[src/sv/dsss_pkg.sv]
`timescale 1ns / 1ps
`default_nettype none
package dsss_pkg;

	localparam int MAX_DIGITS = 19;
	localparam int EXP_LIMIT  = 16383;
	localparam int CNT_W      = 5;
	localparam int EACC_W     = 14;

	typedef enum logic [2:0] {
		CLS_SPACE,
		CLS_PLUS,
		CLS_MINUS,
		CLS_DIGIT,
		CLS_POINT,
		CLS_EXP,
		CLS_NUL,
		CLS_OTHER
	} char_class_t;

	typedef struct packed {
		char_class_t cls;
		logic [3:0]  digit;
		logic        last;
	} token_t;

	typedef enum logic [2:0] {
		PH_SPACE,
		PH_INT,
		PH_FRAC,
		PH_SKIP,
		PH_EXP_START,
		PH_EXP_DIGITS,
		PH_DONE
	} phase_t;

	function automatic logic [63:0] pow10(input int n);
		logic [63:0] p;
		p = 64'd1;
		for (int i = 0; i < n; i++) begin
			p = p * 64'd10;
		end
		return p;
	endfunction

	localparam logic [63:0] MANT_MAX      = pow10(MAX_DIGITS) - 64'd1;
	localparam logic [63:0] MANT_FULL_MIN = pow10(MAX_DIGITS - 1);

endpackage
`default_nettype wire

[src/sv/dsss_front.sv]
`timescale 1ns / 1ps
`default_nettype none
module dsss_front (
	input  wire logic [7:0]      char_code,
	input  wire logic            end_of_string,
	output dsss_pkg::token_t     tok
);
	import dsss_pkg::*;

	always_comb begin
		tok.digit = char_code[3:0];
		tok.last  = end_of_string;
		if (char_code == 8'd0) begin
			tok.cls = CLS_NUL;
		end else if (char_code inside {[8'd48:8'd57]}) begin
			tok.cls = CLS_DIGIT;
		end else if (char_code inside {8'd69, 8'd101}) begin
			tok.cls = CLS_EXP;
		end else if (char_code == 8'd43) begin
			tok.cls = CLS_PLUS;
		end else if (char_code == 8'd45) begin
			tok.cls = CLS_MINUS;
		end else if (char_code == 8'd46) begin
			tok.cls = CLS_POINT;
		end else if (char_code inside {8'd32, [8'd9:8'd13]}) begin
			tok.cls = CLS_SPACE;
		end else begin
			tok.cls = CLS_OTHER;
		end
	end

endmodule
`default_nettype wire

[src/sv/dsss_queue.sv]
`timescale 1ns / 1ps
`default_nettype none
module dsss_queue #(
	parameter int DEPTH = 4
) (
	input  wire logic             clk,
	input  wire logic             arst_n,
	input  wire logic             push,
	input  wire dsss_pkg::token_t push_tok,
	output logic                  full,
	input  wire logic             pop,
	output logic                  not_empty,
	output dsss_pkg::token_t      head_tok
);
	import dsss_pkg::*;

	localparam int PTR_W = (DEPTH > 1) ? $clog2(DEPTH) : 1;
	localparam int CNT_QW = $clog2(DEPTH + 1);
	localparam logic [PTR_W-1:0] LAST_PTR = PTR_W'(DEPTH - 1);

	token_t              entry_q [DEPTH];
	logic [PTR_W-1:0]    wr_ptr_q;
	logic [PTR_W-1:0]    rd_ptr_q;
	logic [CNT_QW-1:0]   count_q;

	assign full      = (count_q == CNT_QW'(DEPTH));
	assign not_empty = (count_q != '0);
	assign head_tok  = entry_q[rd_ptr_q];

	always_ff @(posedge clk) begin
		if (push) begin
			entry_q[wr_ptr_q] <= push_tok;
		end
	end

	always_ff @(posedge clk or negedge arst_n) begin
		if (!arst_n) begin
			wr_ptr_q <= '0;
			rd_ptr_q <= '0;
			count_q  <= '0;
		end else begin
			if (push) begin
				wr_ptr_q <= (wr_ptr_q == LAST_PTR) ? '0 : wr_ptr_q + PTR_W'(1);
			end
			if (pop) begin
				rd_ptr_q <= (rd_ptr_q == LAST_PTR) ? '0 : rd_ptr_q + PTR_W'(1);
			end
			case ({push, pop})
				2'b10:   count_q <= count_q + CNT_QW'(1);
				2'b01:   count_q <= count_q - CNT_QW'(1);
				default: count_q <= count_q;
			endcase
		end
	end

endmodule
`default_nettype wire

[src/sv/dsss_back.sv]
`timescale 1ns / 1ps
`default_nettype none
module dsss_back (
	input  wire logic                  clk,
	input  wire logic                  arst_n,
	input  wire logic                  tok_valid,
	input  wire dsss_pkg::token_t      tok,
	output logic                       tok_pop,
	output logic                       result_valid,
	input  wire logic                  result_stall,
	output logic                       negative,
	output logic [63:0]                mantissa,
	output logic signed [15:0]         decimal_exponent,
	output logic                       digits_dropped,
	output logic                       exponent_saturated
);
	import dsss_pkg::*;

	localparam logic signed [16:0]  LIM_P = 17'(EXP_LIMIT);
	localparam logic signed [16:0]  LIM_N = -LIM_P;
	localparam logic [17:0]         LIM_E = 18'(EXP_LIMIT);
	localparam logic [EACC_W-1:0]   LIM_A = EACC_W'(EXP_LIMIT);
	localparam logic [CNT_W-1:0]    CNT_MAX = CNT_W'(MAX_DIGITS);

	phase_t                phase_q, phase_n;
	logic                  neg_q, neg_n;
	logic [63:0]           mant_q, mant_n;
	logic [CNT_W-1:0]      cnt_q, cnt_n;
	logic signed [15:0]    scale_q, scale_n;
	logic [EACC_W-1:0]     eacc_q, eacc_n;
	logic                  eneg_q, eneg_n;
	logic                  drop_q, drop_n;
	logic                  clamp_q, clamp_n;

	logic                  early_e;
	logic                  active;
	logic                  dig_int, dig_frac, base_sign, exp_sign, exp_dig;
	logic                  lead_zero, room;
	logic [63:0]           mant10;
	logic signed [1:0]     delta;
	logic signed [16:0]    sc_try;
	logic [17:0]           ev;
	logic signed [16:0]    e_mag, e_part, e_sum;
	logic signed [16:0]    e_fin;
	logic                  fin_clamp;
	logic                  load;

	// an end item needs the output register free; others always drain
	assign tok_pop = tok_valid && (!tok.last || !result_valid || !result_stall);
	assign load    = tok_pop && tok.last;

	assign early_e = (phase_q inside {PH_SPACE, PH_INT, PH_FRAC, PH_SKIP}) && (tok.cls == CLS_EXP);

	// next scan phase
	always_comb begin
		phase_n = phase_q;
		if (tok_pop) begin
			if (phase_q == PH_DONE) begin
				phase_n = PH_DONE;
			end else if (tok.cls == CLS_NUL) begin
				phase_n = PH_DONE;
			end else if (early_e) begin
				phase_n = PH_EXP_START;
			end else begin
				case (phase_q)
					PH_SPACE: begin
						if (tok.cls inside {CLS_PLUS, CLS_MINUS, CLS_DIGIT}) begin
							phase_n = PH_INT;
						end else if (tok.cls == CLS_POINT) begin
							phase_n = PH_FRAC;
						end else if (tok.cls != CLS_SPACE) begin
							phase_n = PH_SKIP;
						end
					end
					PH_INT: begin
						if (tok.cls == CLS_POINT) begin
							phase_n = PH_FRAC;
						end else if (tok.cls != CLS_DIGIT) begin
							phase_n = PH_SKIP;
						end
					end
					PH_FRAC: begin
						if (tok.cls != CLS_DIGIT) begin
							phase_n = PH_SKIP;
						end
					end
					PH_SKIP: phase_n = PH_SKIP;
					PH_EXP_START, PH_EXP_DIGITS: begin
						if (tok.cls inside {CLS_DIGIT}) begin
							phase_n = PH_EXP_DIGITS;
						end else if (phase_q == PH_EXP_START &&
								(tok.cls == CLS_PLUS || tok.cls == CLS_MINUS)) begin
							phase_n = PH_EXP_DIGITS;
						end else begin
							phase_n = PH_DONE;
						end
					end
					default: phase_n = PH_DONE;
				endcase
			end
		end
	end

	// actions decoded from phase and class
	always_comb begin
		active    = tok_pop && (phase_q != PH_DONE) && (tok.cls != CLS_NUL) && !early_e;
		dig_int   = active && (tok.cls == CLS_DIGIT) && (phase_q inside {PH_SPACE, PH_INT});
		dig_frac  = active && (tok.cls == CLS_DIGIT) && (phase_q == PH_FRAC);
		base_sign = active && (phase_q == PH_SPACE) &&
			(tok.cls == CLS_PLUS || tok.cls == CLS_MINUS);
		exp_sign  = active && (phase_q == PH_EXP_START) &&
			(tok.cls == CLS_PLUS || tok.cls == CLS_MINUS);
		exp_dig   = active && (tok.cls == CLS_DIGIT) &&
			(phase_q inside {PH_EXP_START, PH_EXP_DIGITS});
	end

	// accumulator updates
	always_comb begin
		mant_n  = mant_q;
		cnt_n   = cnt_q;
		scale_n = scale_q;
		eacc_n  = eacc_q;
		neg_n   = neg_q;
		eneg_n  = eneg_q;
		drop_n  = drop_q;
		clamp_n = clamp_q;
		delta   = 2'sd0;

		lead_zero = (mant_q == 64'd0) && (tok.digit == 4'd0);
		room      = (cnt_q < CNT_MAX);
		mant10    = (mant_q << 3) + (mant_q << 1) + 64'(tok.digit);

		if (dig_int || dig_frac) begin
			if (lead_zero) begin
				delta = dig_frac ? -2'sd1 : 2'sd0;
			end else if (room) begin
				mant_n = mant10;
				cnt_n  = cnt_q + CNT_W'(1);
				delta  = dig_frac ? -2'sd1 : 2'sd0;
			end else begin
				if (tok.digit != 4'd0) begin
					drop_n = 1'b1;
				end
				delta = dig_frac ? 2'sd0 : 2'sd1;
			end
		end
		sc_try = 17'(scale_q) + 17'(delta);
		if (sc_try > LIM_P) begin
			scale_n = 16'(LIM_P);
			clamp_n = 1'b1;
		end else if (sc_try < LIM_N) begin
			scale_n = 16'(LIM_N);
			clamp_n = 1'b1;
		end else begin
			scale_n = 16'(sc_try);
		end

		if (base_sign) begin
			neg_n = (tok.cls == CLS_MINUS);
		end
		if (exp_sign) begin
			eneg_n = (tok.cls == CLS_MINUS);
		end

		ev = (18'(eacc_q) << 3) + (18'(eacc_q) << 1) + 18'(tok.digit);
		if (exp_dig) begin
			if (ev > LIM_E) begin
				eacc_n  = LIM_A;
				clamp_n = 1'b1;
			end else begin
				eacc_n = EACC_W'(ev);
			end
		end
	end

	// final exponent: scale plus signed exponent digits, clamped
	always_comb begin
		e_mag  = signed'(17'(eacc_n));
		e_part = eneg_n ? -e_mag : e_mag;
		e_sum  = 17'(scale_n) + e_part;
		fin_clamp = 1'b0;
		if (e_sum > LIM_P) begin
			e_fin     = LIM_P;
			fin_clamp = 1'b1;
		end else if (e_sum < LIM_N) begin
			e_fin     = LIM_N;
			fin_clamp = 1'b1;
		end else begin
			e_fin = e_sum;
		end
	end

	always_ff @(posedge clk or negedge arst_n) begin
		if (!arst_n) begin
			phase_q <= PH_SPACE;
			neg_q   <= 1'b0;
			mant_q  <= '0;
			cnt_q   <= '0;
			scale_q <= '0;
			eacc_q  <= '0;
			eneg_q  <= 1'b0;
			drop_q  <= 1'b0;
			clamp_q <= 1'b0;
		end else if (load) begin
			phase_q <= PH_SPACE;
			neg_q   <= 1'b0;
			mant_q  <= '0;
			cnt_q   <= '0;
			scale_q <= '0;
			eacc_q  <= '0;
			eneg_q  <= 1'b0;
			drop_q  <= 1'b0;
			clamp_q <= 1'b0;
		end else begin
			phase_q <= phase_n;
			neg_q   <= neg_n;
			mant_q  <= mant_n;
			cnt_q   <= cnt_n;
			scale_q <= scale_n;
			eacc_q  <= eacc_n;
			eneg_q  <= eneg_n;
			drop_q  <= drop_n;
			clamp_q <= clamp_n;
		end
	end

	always_ff @(posedge clk or negedge arst_n) begin
		if (!arst_n) begin
			result_valid <= 1'b0;
		end else if (load) begin
			result_valid <= 1'b1;
		end else if (!result_stall) begin
			result_valid <= 1'b0;
		end
	end

	always_ff @(posedge clk) begin
		if (load) begin
			negative           <= neg_n;
			mantissa           <= mant_n;
			decimal_exponent   <= 16'(e_fin);
			digits_dropped     <= drop_n;
			exponent_saturated <= clamp_n || fin_clamp;
		end
	end

endmodule
`default_nettype wire

[src/sv/decimal_scientific_string_scanner.sv]
// a result is loaded when its end item is taken and is valid from the next cycle
// throughput: one character per cycle; the scanner drains one queued character a cycle,
// but an end item waits in the queue only while the last result is stalled at the output
// the character queue holds QUEUE_DEPTH items and stalls the input when full
// reset (arst_n low, asynchronous): queue empty, scan state cleared, no result pending
`timescale 1ns / 1ps
`default_nettype none
module decimal_scientific_string_scanner #(
	parameter int QUEUE_DEPTH = 4
) (
	input  wire logic           clk,
	input  wire logic           arst_n,
	input  wire logic           char_valid,
	output logic                char_stall,
	input  wire logic [7:0]     char_code,
	input  wire logic           end_of_string,
	output logic                result_valid,
	input  wire logic           result_stall,
	output logic                negative,
	output logic [63:0]         mantissa,
	output logic signed [15:0]  decimal_exponent,
	output logic                digits_dropped,
	output logic                exponent_saturated
);
	import dsss_pkg::*;

	token_t in_tok;
	token_t head_tok;
	logic   q_full;
	logic   q_not_empty;
	logic   q_pop;
	logic   q_push;

	assign char_stall = q_full;
	assign q_push     = char_valid && !q_full;

	dsss_front u_front (
		.char_code     (char_code),
		.end_of_string (end_of_string),
		.tok           (in_tok)
	);

	dsss_queue #(
		.DEPTH (QUEUE_DEPTH)
	) u_queue (
		.clk       (clk),
		.arst_n    (arst_n),
		.push      (q_push),
		.push_tok  (in_tok),
		.full      (q_full),
		.pop       (q_pop),
		.not_empty (q_not_empty),
		.head_tok  (head_tok)
	);

	dsss_back u_back (
		.clk                (clk),
		.arst_n             (arst_n),
		.tok_valid          (q_not_empty),
		.tok                (head_tok),
		.tok_pop            (q_pop),
		.result_valid       (result_valid),
		.result_stall       (result_stall),
		.negative           (negative),
		.mantissa           (mantissa),
		.decimal_exponent   (decimal_exponent),
		.digits_dropped     (digits_dropped),
		.exponent_saturated (exponent_saturated)
	);

endmodule
`default_nettype wire

[config.mk]
export PLATFORM = sky130hd
export DESIGN_NAME = decimal_scientific_string_scanner
export DESIGN_NICKNAME = d
export VERILOG_FILES = /design/src/sv/dsss_pkg.sv /design/src/sv/dsss_front.sv /design/src/sv/dsss_queue.sv /design/src/sv/dsss_back.sv /design/src/sv/decimal_scientific_string_scanner.sv
export SDC_FILE = /design/constraint.sdc
export NUM_CORES = 1
export LEC_CHECK = 0
export BUFFER_PORTS_ARGS = -buffer_cell sky130_fd_sc_hd__buf_4
export CAP_MARGIN = 15
export CORE_ASPECT_RATIO = 0.75
export CORE_UTILIZATION = 30
export DETAILED_ROUTE_END_ITERATION = 10
export MAX_ROUTING_LAYER = met4
export PLACE_DENSITY_LB_ADDON = 0.15
export SYNTH_ARGS = -nofsm -noshare
export SYNTH_HDL_FRONTEND = slang
export SYNTH_SLANG_ARGS = --single-unit
[constraint.sdc]
create_clock -name clk -period 19.8 [get_ports clk]
set_input_delay 0 -clock clk [delete_from_list [all_inputs] [get_ports clk]]
set_output_delay 0 -clock clk [all_outputs]
set_load 0.01 [all_outputs]
==> impl_metrics.toml <==
[critical_path]
cpPeakStageDelay_ns = 0.79
r2r-end = "u_back.decimal_exponent[6]"
startpoint = "u_queue.rd_ptr_q[0]"
arrival_ns = 10.44
reg2reg_slack_ns = 9.67
start_kind = "register"
reg2regPathDepth = 29
slowest_stage = "o41ai_1"
end_kind = "register"
required_ns = 20.11
cp_max_fo = 16
r2r_start = "u_queue.rd_ptr_q[0]"
critPathKind = "reg -> reg"
cp_common_cell = "o21ai_0"

[clock_tree]
clkTransAtPathRegs_ns = 0.06
insertion_delay_ns = 0.57
clock_sinks = 229
cts_tree = "built"
cts_resized = 0
cts.path.max_buffers = 3
ctsHtreeMaxLevel = 1
root_buffer = "clkbuf_16"
postCtsSetupRepairBufs = 0
ctsHoldBuffers = 12
numCtsBuffers = 27

[logic_synthesis]
synth_nets = 1905
ys_top_cells_by_area = "edfxtp_1 21%, dfrtp_1 17%, ha_1 14%"
synth_warnings = 0
syn_inst = 1695
avgSynthCellArea_um2 = 9.689
synth_edf_count = 115
async_reset_ff_frac = 0.4978
synth_area_um2 = 16420
synth_most_common_cell = "ha_1"
ys_types = 80
synth-seq-area-share = 0.3840
ys_top_cells_by_count = "190 x ha_1, 134 x nand2_1, 120 x a21oi_1"
synth_top_area_frac = 0.2103
ys.flop_type = "edfxtp_1"
ys_ff_latch = 229
yosysTopAreaCell = "edfxtp_1"

[drt]
routed_wl_um = 44990
wl_per_cell_um = 17.92
drcViolationCount = 0
viasPerCell = 5.177
dr.pass1.iters = 5
antenna_left = 0
num_vias = 13000
drt_iter0_markers = 927

[final_layout]
fillers = 5463
area_delta_synth_final_pct = 15.44
fin_area_um2 = 18960
antenna_cells = 0
fin_cells = 2511
final_core_util = 0.3542
fin_nets = 1988
drive_above_1_share = 0.1112

[die]
placementRows = 73
ios = 98
start_util = 0.3068
die_w_um = 272.2
die_h_um = 204.6
dieArea_um2 = 55690
coreArea_um2 = 53520

[sta]
hold_viol_final = 0
post-route-min-period_ns = 10.13
finalCritPeriodShare = 0.5116
relSlewSlack = 0.2874
drv_slew = 0
grt_setup_unrepaired = "false"
max_freq_ghz = 0.09872
worst_pin_slew_ns = 1.069
worst_clock_skew_ns = 0.01868
fin_tns_setup_ns = 0
setup_viol = 0

[place]
place.gp.congestion = 0.8224
port_buffers = 97
dp_hpwl_um = 33500
placed_cell_area_um2 = 17870
dp_cells = 2449

[pwr]
p_int_w = 0.001449
switching_share = 0.3936
power_frac_clock = 0.229
switching_power_w = 0.0009403
p_leak_nw = 8.757
combPwrFrac = 0.442
pwr_density_cell_nw_per_um2 = 126.0
irDropWorstVdd_mv = 0.06935
seqPwrFrac = 0.328

[global_route]
grt_pass1_wl_um = 72470
grt_pass1_vias = 12640
grtUsageTotal = 0.1666
gr-total-overflow = 0
antenna_found_initial = 0
grt_start_max_net_pins = 80

[run_status]
status = "finished clean"

[worst_hold_path]
worstHoldPathCells = 4
hp-start = "char_code[5]"
min_path_type = "in -> reg"
min_to = "u_queue.entry_q[2][7]"

[job]
max_cap_viol_count = 0
## metrics by stage
step	total power [W]	hold WS [ns]	setup slack, ns
final	0.002389	0.03919	9.670
after global routing	0.002565	0.03240	8.601
after CTS	0.002429	0.001762	9.698
after detailed placement	0.001863	-0.1928	9.728
after global placement	0.001858	-0.1918	10.02
after floorplan	0.001470	-0.2956	11.30
## flip-flops by register name, indices dropped and copies added, names as in the netlist, 2 cells and up
| register | count |
|---|---|
| u_queue.wr_ptr_q | 2 |
| u_back.cnt_q | 5 |
| u_back.mant_q | 64 |
| u_back.decimal_exponent | 16 |
| u_back.scale_q | 16 |
| u_back.eacc_q | 14 |
| u_back.phase_q | 3 |
| u_back.mantissa | 64 |
| u_queue.rd_ptr_q | 2 |
| u_queue.count_q | 3 |
| u_queue.entry_q | 32 |
## critical path: cells and delay by family (launching register included)
kind                     cells  cell delay, ns
flip-flops                   1            0.71
buffers and inverters        1            0.24
XOR/XNOR                     2            0.37
AO/OA/AOI/OAI               14            5.15
AND/OR/NAND/NOR              9            2.12
adder cells (fa/ha/maj)      2            0.63
multiplexers                 1            0.64
## area by class of cell
| cell class | count | area (µm²) | area share |
|---|---|---|---|
| clock buffer | 28 | 679.4 | 0.03584 |
| clock inverter | 22 | 287.8 | 0.01518 |
| inverter | 48 | 182.7 | 0.009636 |
| multi-input combinational | 1354 | 9696 | 0.5114 |
| sequential | 229 | 6306 | 0.3326 |
| tap | 712 | 890.9 | 0.04699 |
| timing repair buffer | 118 | 915.9 | 0.04831 |
## kinds of logic after synthesis
| kind of cell | after synthesis | synth area share |
|---|---|---|
| buf+inv | 112 | 0.02666 |
| mux | 36 | 0.02979 |
| flops | 229 | 0.3840 |
| fa+ha+maj | 198 | 0.1539 |
| simple gates | 551 | 0.1701 |
| compound gates | 466 | 0.1806 |
| xor+xnor | 103 | 0.05493 |
## layout by cell type (no fill, tap or decap), drive strengths merged, types with 49 or more instances in the layout
cell type / count
a21o: 50
a21oi: 120
and2: 88
buf: 106
dfrtp: 114
edfxtp: 115
ha: 190
inv: 49
nand2: 135
nor2: 114
o21ai: 122
xnor2: 63
## power groups by stage
stage	sequential, W	clock, W	combinational [W]
2_1_floorplan	0.000809	0	0.000661
3_3_place_gp	0.000798	0	0.00106
3_5_place_dp	0.000797	0	0.00107
4_1_cts	0.000790	0.000566	0.00107
5_1_grt	0.000803	0.000583	0.00118
6_report	0.000784	0.000548	0.00106
## per-layer routing
metal / part of all wire / vias up / global-route usage
met4: 0.016 / 0 / 0.03030
li1: - / 6465 / -
met3: 0.043 / 50 / 0.02520
met2: 0.39 / 236 / 0.2241
met1: 0.55 / 6248 / 0.2585
met5: 0 / - / -
## how the worst max path moves through the flow
stage / depth (start not counted) / slack [ns] / endpoint
after floorplan: 33 / 11.30 / u_back.decimal_exponent[10]
after global placement: 29 / 10.02 / u_back.decimal_exponent[4]
after detailed placement: 29 / 9.73 / u_back.decimal_exponent[6]
after CTS: 29 / 9.70 / u_back.decimal_exponent[6]
after global routing: 30 / 8.60 / u_back.decimal_exponent[0]
final: 29 / 9.67 / u_back.decimal_exponent[6]
Power figures use the tool's default switching activity.
